### config.mk
export PLATFORM = sky130hd
export DESIGN_NAME = multi_console_text_cursor_engine_unit
export DESIGN_NICKNAME = d
export VERILOG_FILES = /design/src/sv/mctc_pkg.sv /design/src/sv/mctc_ram.sv /design/src/sv/mctc_update.sv /design/src/sv/multi_console_text_cursor_engine_unit.sv
export SDC_FILE = /design/constraint.sdc
export NUM_CORES = 1
export LEC_CHECK = 0
export ABC_CLOCK_PERIOD_IN_PS = 26100
export BUFFER_PORTS_ARGS = -buffer_cell sky130_fd_sc_hd__buf_2
export CAP_MARGIN = 20
export CORE_ASPECT_RATIO = 0.7
export CORE_MARGIN = 4
export CORE_UTILIZATION = 60
export CTS_BUF_LIST = sky130_fd_sc_hd__clkbuf_8
export CTS_CLUSTER_SIZE = 12
export DETAILED_ROUTE_END_ITERATION = 7
export PLACE_DENSITY = 0.78
export SYNTH_ARGS = -nofsm -noshare
export SYNTH_HDL_FRONTEND = slang
export SYNTH_HIERARCHICAL = 1
export SYNTH_SLANG_ARGS = --single-unit
### constraint.sdc
create_clock -name clk -period 26.1 [get_ports clk]
set_input_delay 3.915 -clock clk [delete_from_list [all_inputs] [get_ports clk]]
set_output_delay 3.915 -clock clk [all_outputs]
set_load 0.02 [all_outputs]
### src/sv/mctc_pkg.sv
`timescale 1ns / 1ps
`default_nettype none
// ----------------------------------------------------------------------------
// mctc_pkg
// Shared types and constants of the multi-console text cursor engine.
// ----------------------------------------------------------------------------
package mctc_pkg;

    localparam int VMEM_CELLS_DEF   = 16384;
    localparam int NUM_CONSOLES_DEF = 4;
    localparam int SCREEN_COLS_DEF  = 80;
    localparam int SCREEN_CELLS_DEF = 2000;

    localparam int CELL_W = 14;
    localparam int IDX_W  = 3;
    localparam int BYTE_W = 8;

    localparam logic [BYTE_W-1:0] CH_NEWLINE   = 8'h0A;
    localparam logic [BYTE_W-1:0] CH_BACKSPACE = 8'h08;
    localparam logic [BYTE_W-1:0] CH_SPACE     = 8'h20;
    localparam logic [BYTE_W-1:0] ATTR_RESET   = 8'h07;

    typedef logic [CELL_W-1:0] cell_t;
    typedef logic [BYTE_W-1:0] byte_t;

    typedef enum logic [1:0] {
        CMD_PUT         = 2'd0,
        CMD_SCROLL_UP   = 2'd1,
        CMD_SCROLL_DOWN = 2'd2,
        CMD_SWITCH      = 2'd3
    } cmd_t;

    typedef struct packed {
        cmd_t              command;
        logic [IDX_W-1:0]  console;
        byte_t             char_code;
    } req_t;

    typedef struct packed {
        logic  state_we;
        logic  shown_we;
    } ctl_t;

    typedef struct packed {
        logic  write_enable;
        cell_t write_cell;
        byte_t write_char;
        byte_t write_attr;
        cell_t crt_cursor;
        cell_t crt_start;
        logic  addressed_is_shown;
    } out_t;

endpackage
`default_nettype wire

### src/sv/mctc_ram.sv
`timescale 1ns / 1ps
`default_nettype none
// ----------------------------------------------------------------------------
// mctc_ram
// Generic single-write, single-read RAM with registered read data.
// ----------------------------------------------------------------------------
module mctc_ram #(
    parameter int WIDTH = 8,
    parameter int DEPTH = 4,
    parameter int AW    = (DEPTH > 1) ? $clog2(DEPTH) : 1
) (
    input  wire logic             clk,
    input  wire logic             wr_en,
    input  wire logic [AW-1:0]    wr_addr,
    input  wire logic [WIDTH-1:0] wr_data,
    input  wire logic             rd_en,
    input  wire logic [AW-1:0]    rd_addr,
    output logic      [WIDTH-1:0] rd_data
);

    logic [WIDTH-1:0] mem [DEPTH];

    always_ff @(posedge clk)
    begin
        if (wr_en)
        begin
            mem[wr_addr] <= wr_data;
        end
        if (rd_en)
        begin
            rd_data <= mem[rd_addr];
        end
    end

endmodule
`default_nettype wire

### src/sv/mctc_update.sv
`timescale 1ns / 1ps
`default_nettype none
// ----------------------------------------------------------------------------
// mctc_update
// Per-request cursor and view update of one console entry.
// ----------------------------------------------------------------------------
module mctc_update #(
    parameter int VMEM_CELLS   = mctc_pkg::VMEM_CELLS_DEF,
    parameter int NUM_CONSOLES = mctc_pkg::NUM_CONSOLES_DEF,
    parameter int SCREEN_COLS  = mctc_pkg::SCREEN_COLS_DEF,
    parameter int SCREEN_CELLS = mctc_pkg::SCREEN_CELLS_DEF,
    parameter int IW  = (NUM_CONSOLES > 1) ? $clog2(NUM_CONSOLES) : 1,
    parameter int OW  = $clog2(VMEM_CELLS + SCREEN_CELLS + 1),
    parameter int CLW = $clog2(SCREEN_COLS)
) (
    input  wire mctc_pkg::req_t req,
    input  wire logic [IW-1:0]  entry_addr,
    input  wire logic [IW-1:0]  shown,
    input  wire logic [OW-1:0]  row_base,
    input  wire logic [CLW-1:0] col,
    input  wire logic [OW-1:0]  view_off,
    input  wire mctc_pkg::byte_t attr,
    output logic [OW-1:0]       upd_row,
    output logic [CLW-1:0]      upd_col,
    output logic [OW-1:0]       upd_view,
    output mctc_pkg::ctl_t  ctl,
    output mctc_pkg::out_t  res
);

    localparam int REGION = VMEM_CELLS / NUM_CONSOLES;
    localparam logic [OW-1:0]  REGION_W = OW'(REGION);
    localparam logic [OW-1:0]  COLS_W   = OW'(SCREEN_COLS);
    localparam logic [OW-1:0]  SCELLS_W = OW'(SCREEN_CELLS);
    localparam logic [CLW-1:0] COL_LAST = CLW'(SCREEN_COLS - 1);

    logic          in_range;
    logic          affect;
    logic          is_bs;
    logic          cell_we;
    logic [OW-1:0] origin;
    logic [OW-1:0] cur;
    logic [OW-1:0] cur_new;

    always_comb
    begin
        in_range = ({1'b0, req.console} < (mctc_pkg::IDX_W + 1)'(NUM_CONSOLES));
        affect   = in_range && (req.command != mctc_pkg::CMD_SWITCH);
        origin   = OW'(entry_addr) * REGION_W;
        cur      = row_base + OW'(col);
        upd_row  = row_base;
        upd_col  = col;
        upd_view = view_off;
        cell_we  = 1'b0;
        is_bs    = 1'b0;
        unique case (req.command)
            mctc_pkg::CMD_PUT:
            begin
                if (req.char_code == mctc_pkg::CH_NEWLINE)
                begin
                    if (row_base + COLS_W < REGION_W)
                    begin
                        upd_row = row_base + COLS_W;
                        upd_col = '0;
                    end
                end
                else if (req.char_code == mctc_pkg::CH_BACKSPACE)
                begin
                    is_bs = 1'b1;
                    if (cur != '0)
                    begin
                        cell_we = 1'b1;
                        if (col == '0)
                        begin
                            upd_row = row_base - COLS_W;
                            upd_col = COL_LAST;
                        end
                        else
                        begin
                            upd_col = col - 1'b1;
                        end
                    end
                end
                else if (cur < REGION_W - 1'b1)
                begin
                    cell_we = 1'b1;
                    if (col == COL_LAST)
                    begin
                        upd_row = row_base + COLS_W;
                        upd_col = '0;
                    end
                    else
                    begin
                        upd_col = col + 1'b1;
                    end
                end
            end
            mctc_pkg::CMD_SCROLL_UP:
            begin
                if (view_off + SCELLS_W < REGION_W)
                begin
                    upd_view = view_off + COLS_W;
                end
            end
            mctc_pkg::CMD_SCROLL_DOWN:
            begin
                if (view_off >= COLS_W)
                begin
                    upd_view = view_off - COLS_W;
                end
                else
                begin
                    upd_view = '0;
                end
            end
            mctc_pkg::CMD_SWITCH:
            begin
                upd_view = view_off;
            end
            default:
            begin
                upd_view = view_off;
            end
        endcase
        cur_new = upd_row + OW'(upd_col);
        // re-home the view on the cursor row
        if ((req.command == mctc_pkg::CMD_PUT) &&
            ((cur_new >= view_off + SCELLS_W) || (cur_new < view_off)))
        begin
            upd_view = upd_row;
        end

        ctl.state_we = affect;
        ctl.shown_we = in_range && (req.command == mctc_pkg::CMD_SWITCH);

        res.write_enable = affect && cell_we;
        res.write_cell   = '0;
        res.write_char   = '0;
        res.write_attr   = '0;
        if (res.write_enable)
        begin
            res.write_cell = mctc_pkg::cell_t'(origin + (is_bs ? cur_new : cur));
            res.write_char = is_bs ? mctc_pkg::CH_SPACE : req.char_code;
            res.write_attr = attr;
        end
        res.crt_cursor = mctc_pkg::cell_t'(origin + (affect ? cur_new : cur));
        res.crt_start  = mctc_pkg::cell_t'(origin + (affect ? upd_view : view_off));
        res.addressed_is_shown = ctl.shown_we || (affect && (entry_addr == shown));
    end

endmodule
`default_nettype wire

### src/sv/multi_console_text_cursor_engine_unit.sv
`timescale 1ns / 1ps
`default_nettype none
// ----------------------------------------------------------------------------
// multi_console_text_cursor_engine_unit
// Text-mode engine for several virtual consoles: per-console cursor and
// view start kept in a small RAM, one request in, one result out.
//
//   channel   signals                                   handshake
//   in        command, console_index, char_code         in_valid / in_ready
//   out       write_enable .. addressed_is_shown        out_valid / out_ready
//   cfg       cfg_wr_data (text attribute)              cfg_wr_en
//
// One request per cycle sustained while results are taken; the accepting
// edge reads the console RAM, then the update goes to the result register.
// Reset leaves every console at its region origin through per-entry valid
// bits, so no clearing pass is needed. A stalled result holds the update
// stage; input is taken whenever that stage is empty or moves on.
// ----------------------------------------------------------------------------
module multi_console_text_cursor_engine_unit #(
    parameter int VMEM_CELLS   = mctc_pkg::VMEM_CELLS_DEF,
    parameter int NUM_CONSOLES = mctc_pkg::NUM_CONSOLES_DEF,
    parameter int SCREEN_COLS  = mctc_pkg::SCREEN_COLS_DEF,
    parameter int SCREEN_CELLS = mctc_pkg::SCREEN_CELLS_DEF
) (
    input  wire logic        clk,
    input  wire logic        rst_n,
    input  wire logic        cfg_wr_en,
    input  wire logic [7:0]  cfg_wr_data,
    input  wire logic        in_valid,
    output logic             in_ready,
    input  wire logic [1:0]  command,
    input  wire logic [2:0]  console_index,
    input  wire logic [7:0]  char_code,
    output logic             out_valid,
    input  wire logic        out_ready,
    output logic             write_enable,
    output logic [13:0]      write_cell,
    output logic [7:0]       write_char,
    output logic [7:0]       write_attr,
    output logic [13:0]      crt_cursor,
    output logic [13:0]      crt_start,
    output logic             addressed_is_shown
);

    localparam int IW  = (NUM_CONSOLES > 1) ? $clog2(NUM_CONSOLES) : 1;
    localparam int OW  = $clog2(VMEM_CELLS + SCREEN_CELLS + 1);
    localparam int CLW = $clog2(SCREEN_COLS);
    localparam int EW  = 2 * OW + CLW;

    mctc_pkg::byte_t   attr_reg;
    logic [IW-1:0]     shown_reg;
    logic              s1_valid_reg;
    mctc_pkg::req_t    s1_req_reg;
    logic [IW-1:0]     s1_addr_reg;
    logic [NUM_CONSOLES-1:0] valid_reg;
    logic              fwd_valid_reg;
    logic [IW-1:0]     fwd_addr_reg;
    logic [EW-1:0]     fwd_data_reg;
    logic              out_valid_reg;
    mctc_pkg::out_t    out_reg;

    mctc_pkg::req_t    in_req;
    mctc_pkg::ctl_t    ctl;
    mctc_pkg::out_t    res;
    logic              in_fire;
    logic              s1_adv;
    logic              in_range_in;
    logic [IW-1:0]     shown_now;
    logic [IW-1:0]     rd_addr;
    logic [EW-1:0]     rd_data;
    logic [EW-1:0]     entry;
    logic [EW-1:0]     wr_data;
    logic              ram_we;
    logic [OW-1:0]     upd_row;
    logic [CLW-1:0]    upd_col;
    logic [OW-1:0]     upd_view;

    assign in_req.command   = mctc_pkg::cmd_t'(command);
    assign in_req.console   = console_index;
    assign in_req.char_code = char_code;

    assign s1_adv   = s1_valid_reg && (!out_valid_reg || out_ready);
    assign in_ready = !s1_valid_reg || s1_adv;
    assign in_fire  = in_valid && in_ready;
    assign ram_we   = s1_adv && ctl.state_we;

    assign in_range_in = ({1'b0, console_index} < (mctc_pkg::IDX_W + 1)'(NUM_CONSOLES));
    assign shown_now   = (s1_adv && ctl.shown_we) ? s1_req_reg.console[IW-1:0] : shown_reg;
    assign rd_addr     = in_range_in ? console_index[IW-1:0] : shown_now;

    always_comb
    begin
        if (fwd_valid_reg && (fwd_addr_reg == s1_addr_reg))
        begin
            entry = fwd_data_reg;
        end
        else if (valid_reg[s1_addr_reg])
        begin
            entry = rd_data;
        end
        else
        begin
            entry = '0;
        end
    end

    assign wr_data = {upd_row, upd_col, upd_view};

    mctc_ram #(
        .WIDTH (EW),
        .DEPTH (NUM_CONSOLES)
    ) u_ram (
        .clk     (clk),
        .wr_en   (ram_we),
        .wr_addr (s1_addr_reg),
        .wr_data (wr_data),
        .rd_en   (in_fire),
        .rd_addr (rd_addr),
        .rd_data (rd_data)
    );

    mctc_update #(
        .VMEM_CELLS   (VMEM_CELLS),
        .NUM_CONSOLES (NUM_CONSOLES),
        .SCREEN_COLS  (SCREEN_COLS),
        .SCREEN_CELLS (SCREEN_CELLS)
    ) u_update (
        .req        (s1_req_reg),
        .entry_addr (s1_addr_reg),
        .shown      (shown_reg),
        .row_base   (entry[EW-1 -: OW]),
        .col        (entry[OW +: CLW]),
        .view_off   (entry[OW-1:0]),
        .attr       (attr_reg),
        .upd_row    (upd_row),
        .upd_col    (upd_col),
        .upd_view   (upd_view),
        .ctl        (ctl),
        .res        (res)
    );

    always_ff @(posedge clk or negedge rst_n)
    begin
        if (!rst_n)
        begin
            attr_reg      <= mctc_pkg::ATTR_RESET;
            shown_reg     <= '0;
            s1_valid_reg  <= 1'b0;
            valid_reg     <= '0;
            fwd_valid_reg <= 1'b0;
            out_valid_reg <= 1'b0;
        end
        else
        begin
            if (cfg_wr_en)
            begin
                attr_reg <= cfg_wr_data;
            end
            if (s1_adv && ctl.shown_we)
            begin
                shown_reg <= s1_req_reg.console[IW-1:0];
            end
            if (ram_we)
            begin
                valid_reg[s1_addr_reg] <= 1'b1;
            end
            // capture the write that lands with this read
            if (in_fire)
            begin
                fwd_valid_reg <= ram_we;
            end
            if (in_fire)
            begin
                s1_valid_reg <= 1'b1;
            end
            else if (s1_adv)
            begin
                s1_valid_reg <= 1'b0;
            end
            if (s1_adv)
            begin
                out_valid_reg <= 1'b1;
            end
            else if (out_ready)
            begin
                out_valid_reg <= 1'b0;
            end
        end
    end

    always_ff @(posedge clk)
    begin
        if (in_fire)
        begin
            s1_req_reg   <= in_req;
            s1_addr_reg  <= rd_addr;
            fwd_addr_reg <= s1_addr_reg;
            fwd_data_reg <= wr_data;
        end
        if (s1_adv)
        begin
            out_reg <= res;
        end
    end

    assign out_valid          = out_valid_reg;
    assign write_enable       = out_reg.write_enable;
    assign write_cell         = out_reg.write_cell;
    assign write_char         = out_reg.write_char;
    assign write_attr         = out_reg.write_attr;
    assign crt_cursor         = out_reg.crt_cursor;
    assign crt_start          = out_reg.crt_start;
    assign addressed_is_shown = out_reg.addressed_is_shown;

`ifndef SYNTHESIS
    a_idle_fields_zero: assert property (@(posedge clk) disable iff (!rst_n)
        out_valid && !write_enable |->
            write_cell == '0 && write_char == '0 && write_attr == '0)
        else $error("cell fields set without a cell write");

    a_stage_hold: assert property (@(posedge clk) disable iff (!rst_n)
        s1_valid_reg && !s1_adv |=> s1_valid_reg && $stable(s1_addr_reg))
        else $error("update stage lost its request while stalled");

    a_shown_range: assert property (@(posedge clk) disable iff (!rst_n)
        shown_reg < NUM_CONSOLES)
        else $error("shown console out of range");

    a_write_slot: assert property (@(posedge clk) disable iff (!rst_n)
        ram_we |-> s1_valid_reg && !(out_valid_reg && !out_ready))
        else $error("console RAM written without a result slot");
`endif

endmodule
`default_nettype wire

==> reports/metrics.yaml <==
final_cell_mix: "edfxtp_1, nand2_1, inv_1"
viasPerCell: 6.253
gp_congestion: 1.033
grt_usage: 0.2743
arrival_ps: 11950
die_area_um2: 30110
startpoint_type: "flip-flop"
cts_resized: 0
syn-num-nets: 1389
cts_root_buf: "clkbuf_8"
path_clk_slew_ps: 60
finalMaxSlewViolations: 0
synth_edf_count: 299
io_pins: 88
grt_overflow: 0
yosys.area.top_type: "edfxtp_1"
layout_min_cycle_time_ps: 11610
cts_inserted_buffers: 47
finalHoldViolCount: 0
ys_ff_latch: 316
die_w_um: 205.7
crit_fanout: 37
port_buffers: 87
endpoint_kind: "flip-flop"
tns_ps: 0
final_common_cell: "edfxtp_1"
rsz0062_at_grt: "false"
start_util: 0.6116
total_power_mw: 1.631
grt_pass1_wl_mm: 63.69
critPathRequiredTime_ps: 26440
grt_max_degree: 50
ctsHoldBuffers: 0
synth_top_area_frac: 0.5470
setup_violations: 0
core_area_um2: 26840
ys_seq_area_frac: 0.5732
r2r_start: "s1_addr_reg[1]$_DFFE_PP_"
slew_headroom: 0.1724
fp.dieH_um: 146.4
avgRoutedWirePerCell_um: 22.76
cts_tree: "done"
syn_area_um2: 16410
layout.nets: 1490
synthesis.instances: 1309
wl_mm: 41.18
p_leak_nw: 7.122
drt-pass1-iter-count: 7
crit_type: "flip-flop to flip-flop"
ir_drop_uv: 55.97
syn_to_final_growth_pct: 10.57
synth.avg_cell_area_um2: 12.54
power_density_nw_per_um2: 89.86
ys_types: 90
final_layout_size_suffix_gt1_frac: 0.1931
synth-main-ff-cell: "edfxtp_1"
slowest_stage: "mux2i_1"
largest_reg_flops: 148
cts_sinks: 316
maxCapViolCount: 0
post_cts_buffers: 0
first_iter_violations: 1289
yosysWarningCount: 6
drc: 0
hpwlAfterDp_mm: 27.95
hold_class: "flip-flop to flip-flop"
synth_async_sr_flop_share: 0.05380
cpPeakStageDelay_ps: 860
route.antenna.remaining_nets: 0
worst_slew_pin_slew_ps: 1228
crit_start: "s1_addr_reg[1]$_DFFE_PP_"
synth_area_leaders: "edfxtp_1, mux4_2, ha_1"
finalClockSkew_ps: 39.23
clk_latency_ps: 600
min-delay-start: "valid_reg[2]$_DFFE_PN0P_"
antenna_cells: 0
postLayoutCellArea_um2: 18150
placed_area_um2: 17170
clockBufferDepth: 3
antenna_found_initial: 1
fmax_mhz: 86.11
rows: 50
grt_pass1_vias: 10910
finalCritPeriodShare: 0.4450
status: "finished, final reports clean"
h-tree-depth: 2
via_count: 11310
-- synth_stat cells (all sizes together) (23+ instances only) --
cell    count
mux2i      46
edfxtp    299
and2       23
o21ai      59
buf        29
clkbuf     39
nand3      43
inv        88
ha         52
a21oi      65
nor3       23
nand2     133
mux4       38
xnor2      34
nor2       77
-- metal layers --
layer	track usage	vias up	routed length, um
met3	0.07815	89	5016
met2	0.3918	675	17670
met4	0.07430	0	991
met5	0	-	0
li1	-	5112	-
met1	0.4168	5436	17500
-- worst max-delay path, delay by kind of cell, from the launching register on --
| kind | cells | cell delay (ps) |
|---|---|---|
| AOI/OAI and AO/OA | 15 | 3710 |
| xor gates and xnor gates | 4 | 1140 |
| adders and majority gates | 5 | 1640 |
| buffers and inverters | 2 | 650 |
| DFF | 1 | 640 |
| muxes | 4 | 2070 |
| and+or+nand+nor | 8 | 1500 |
-- power by group --
group | switching, mW | internal (mW) | leakage (nW)
Sequential | 0.0138 | 0.638 | 3.02
Combinational | 0.388 | 0.197 | 3.57
Clock | 0.185 | 0.209 | 0.533
Total | 0.587 | 1.04 | 7.12
-- metrics by stage --
step	util	cells	setup slack (ps)	hold WS, ps
3_3_place_gp	0.6399	1722	15260	443.8
2_1_floorplan	-	1309	16890	436.0
6_report	0.6762	1809	14490	464.6
4_1_cts	0.6744	1806	14800	464.3
5_1_grt	0.6762	1809	13870	481.7
3_5_place_dp	0.6399	1722	14840	450.2
-- layout make-up --
class                   instances  area, um^2
multi-input cells             837        6317
repair buffers                120       708.2
clock buffers                  54       743.2
inverters                      88       331.6
well taps                     364       455.4
clock inverters                30       183.9
flip-flops and latches        316        9408
fillers                      1904        8691
-- cells by family (layout without fill, tap and decap cells) --
family,after synthesis,after routing,synth area share
flip-flops,316,316,0.5732
multiplexers,104,104,0.09643
XOR/XNOR,49,49,0.02706
AO/OA/AOI/OAI,246,246,0.1031
AND/OR/NAND/NOR,384,384,0.1135
adder cells (fa/ha/maj),54,54,0.04208
buffers and inverters,156,292,0.04467
-- final timing paths --
check                                      endpoint  slack, ps  depth (start not counted)
hold reg to reg            valid_reg[2]$_DFFE_PN0P_        460                          1
max in group asynchronous   attr_reg[0]$_DFFE_PN1P_      22500                          1
setup / recovery            crt_start[13]$_DFFE_PP_      14490                         38
hold / removal             valid_reg[2]$_DFFE_PN0P_        460                          1
setup reg to reg            crt_start[13]$_DFFE_PP_      14490                         38
min in group asynchronous     out_valid$_DFFE_PN0P_       3260                          1
Note: power is estimated with default switching activity, not from simulation.
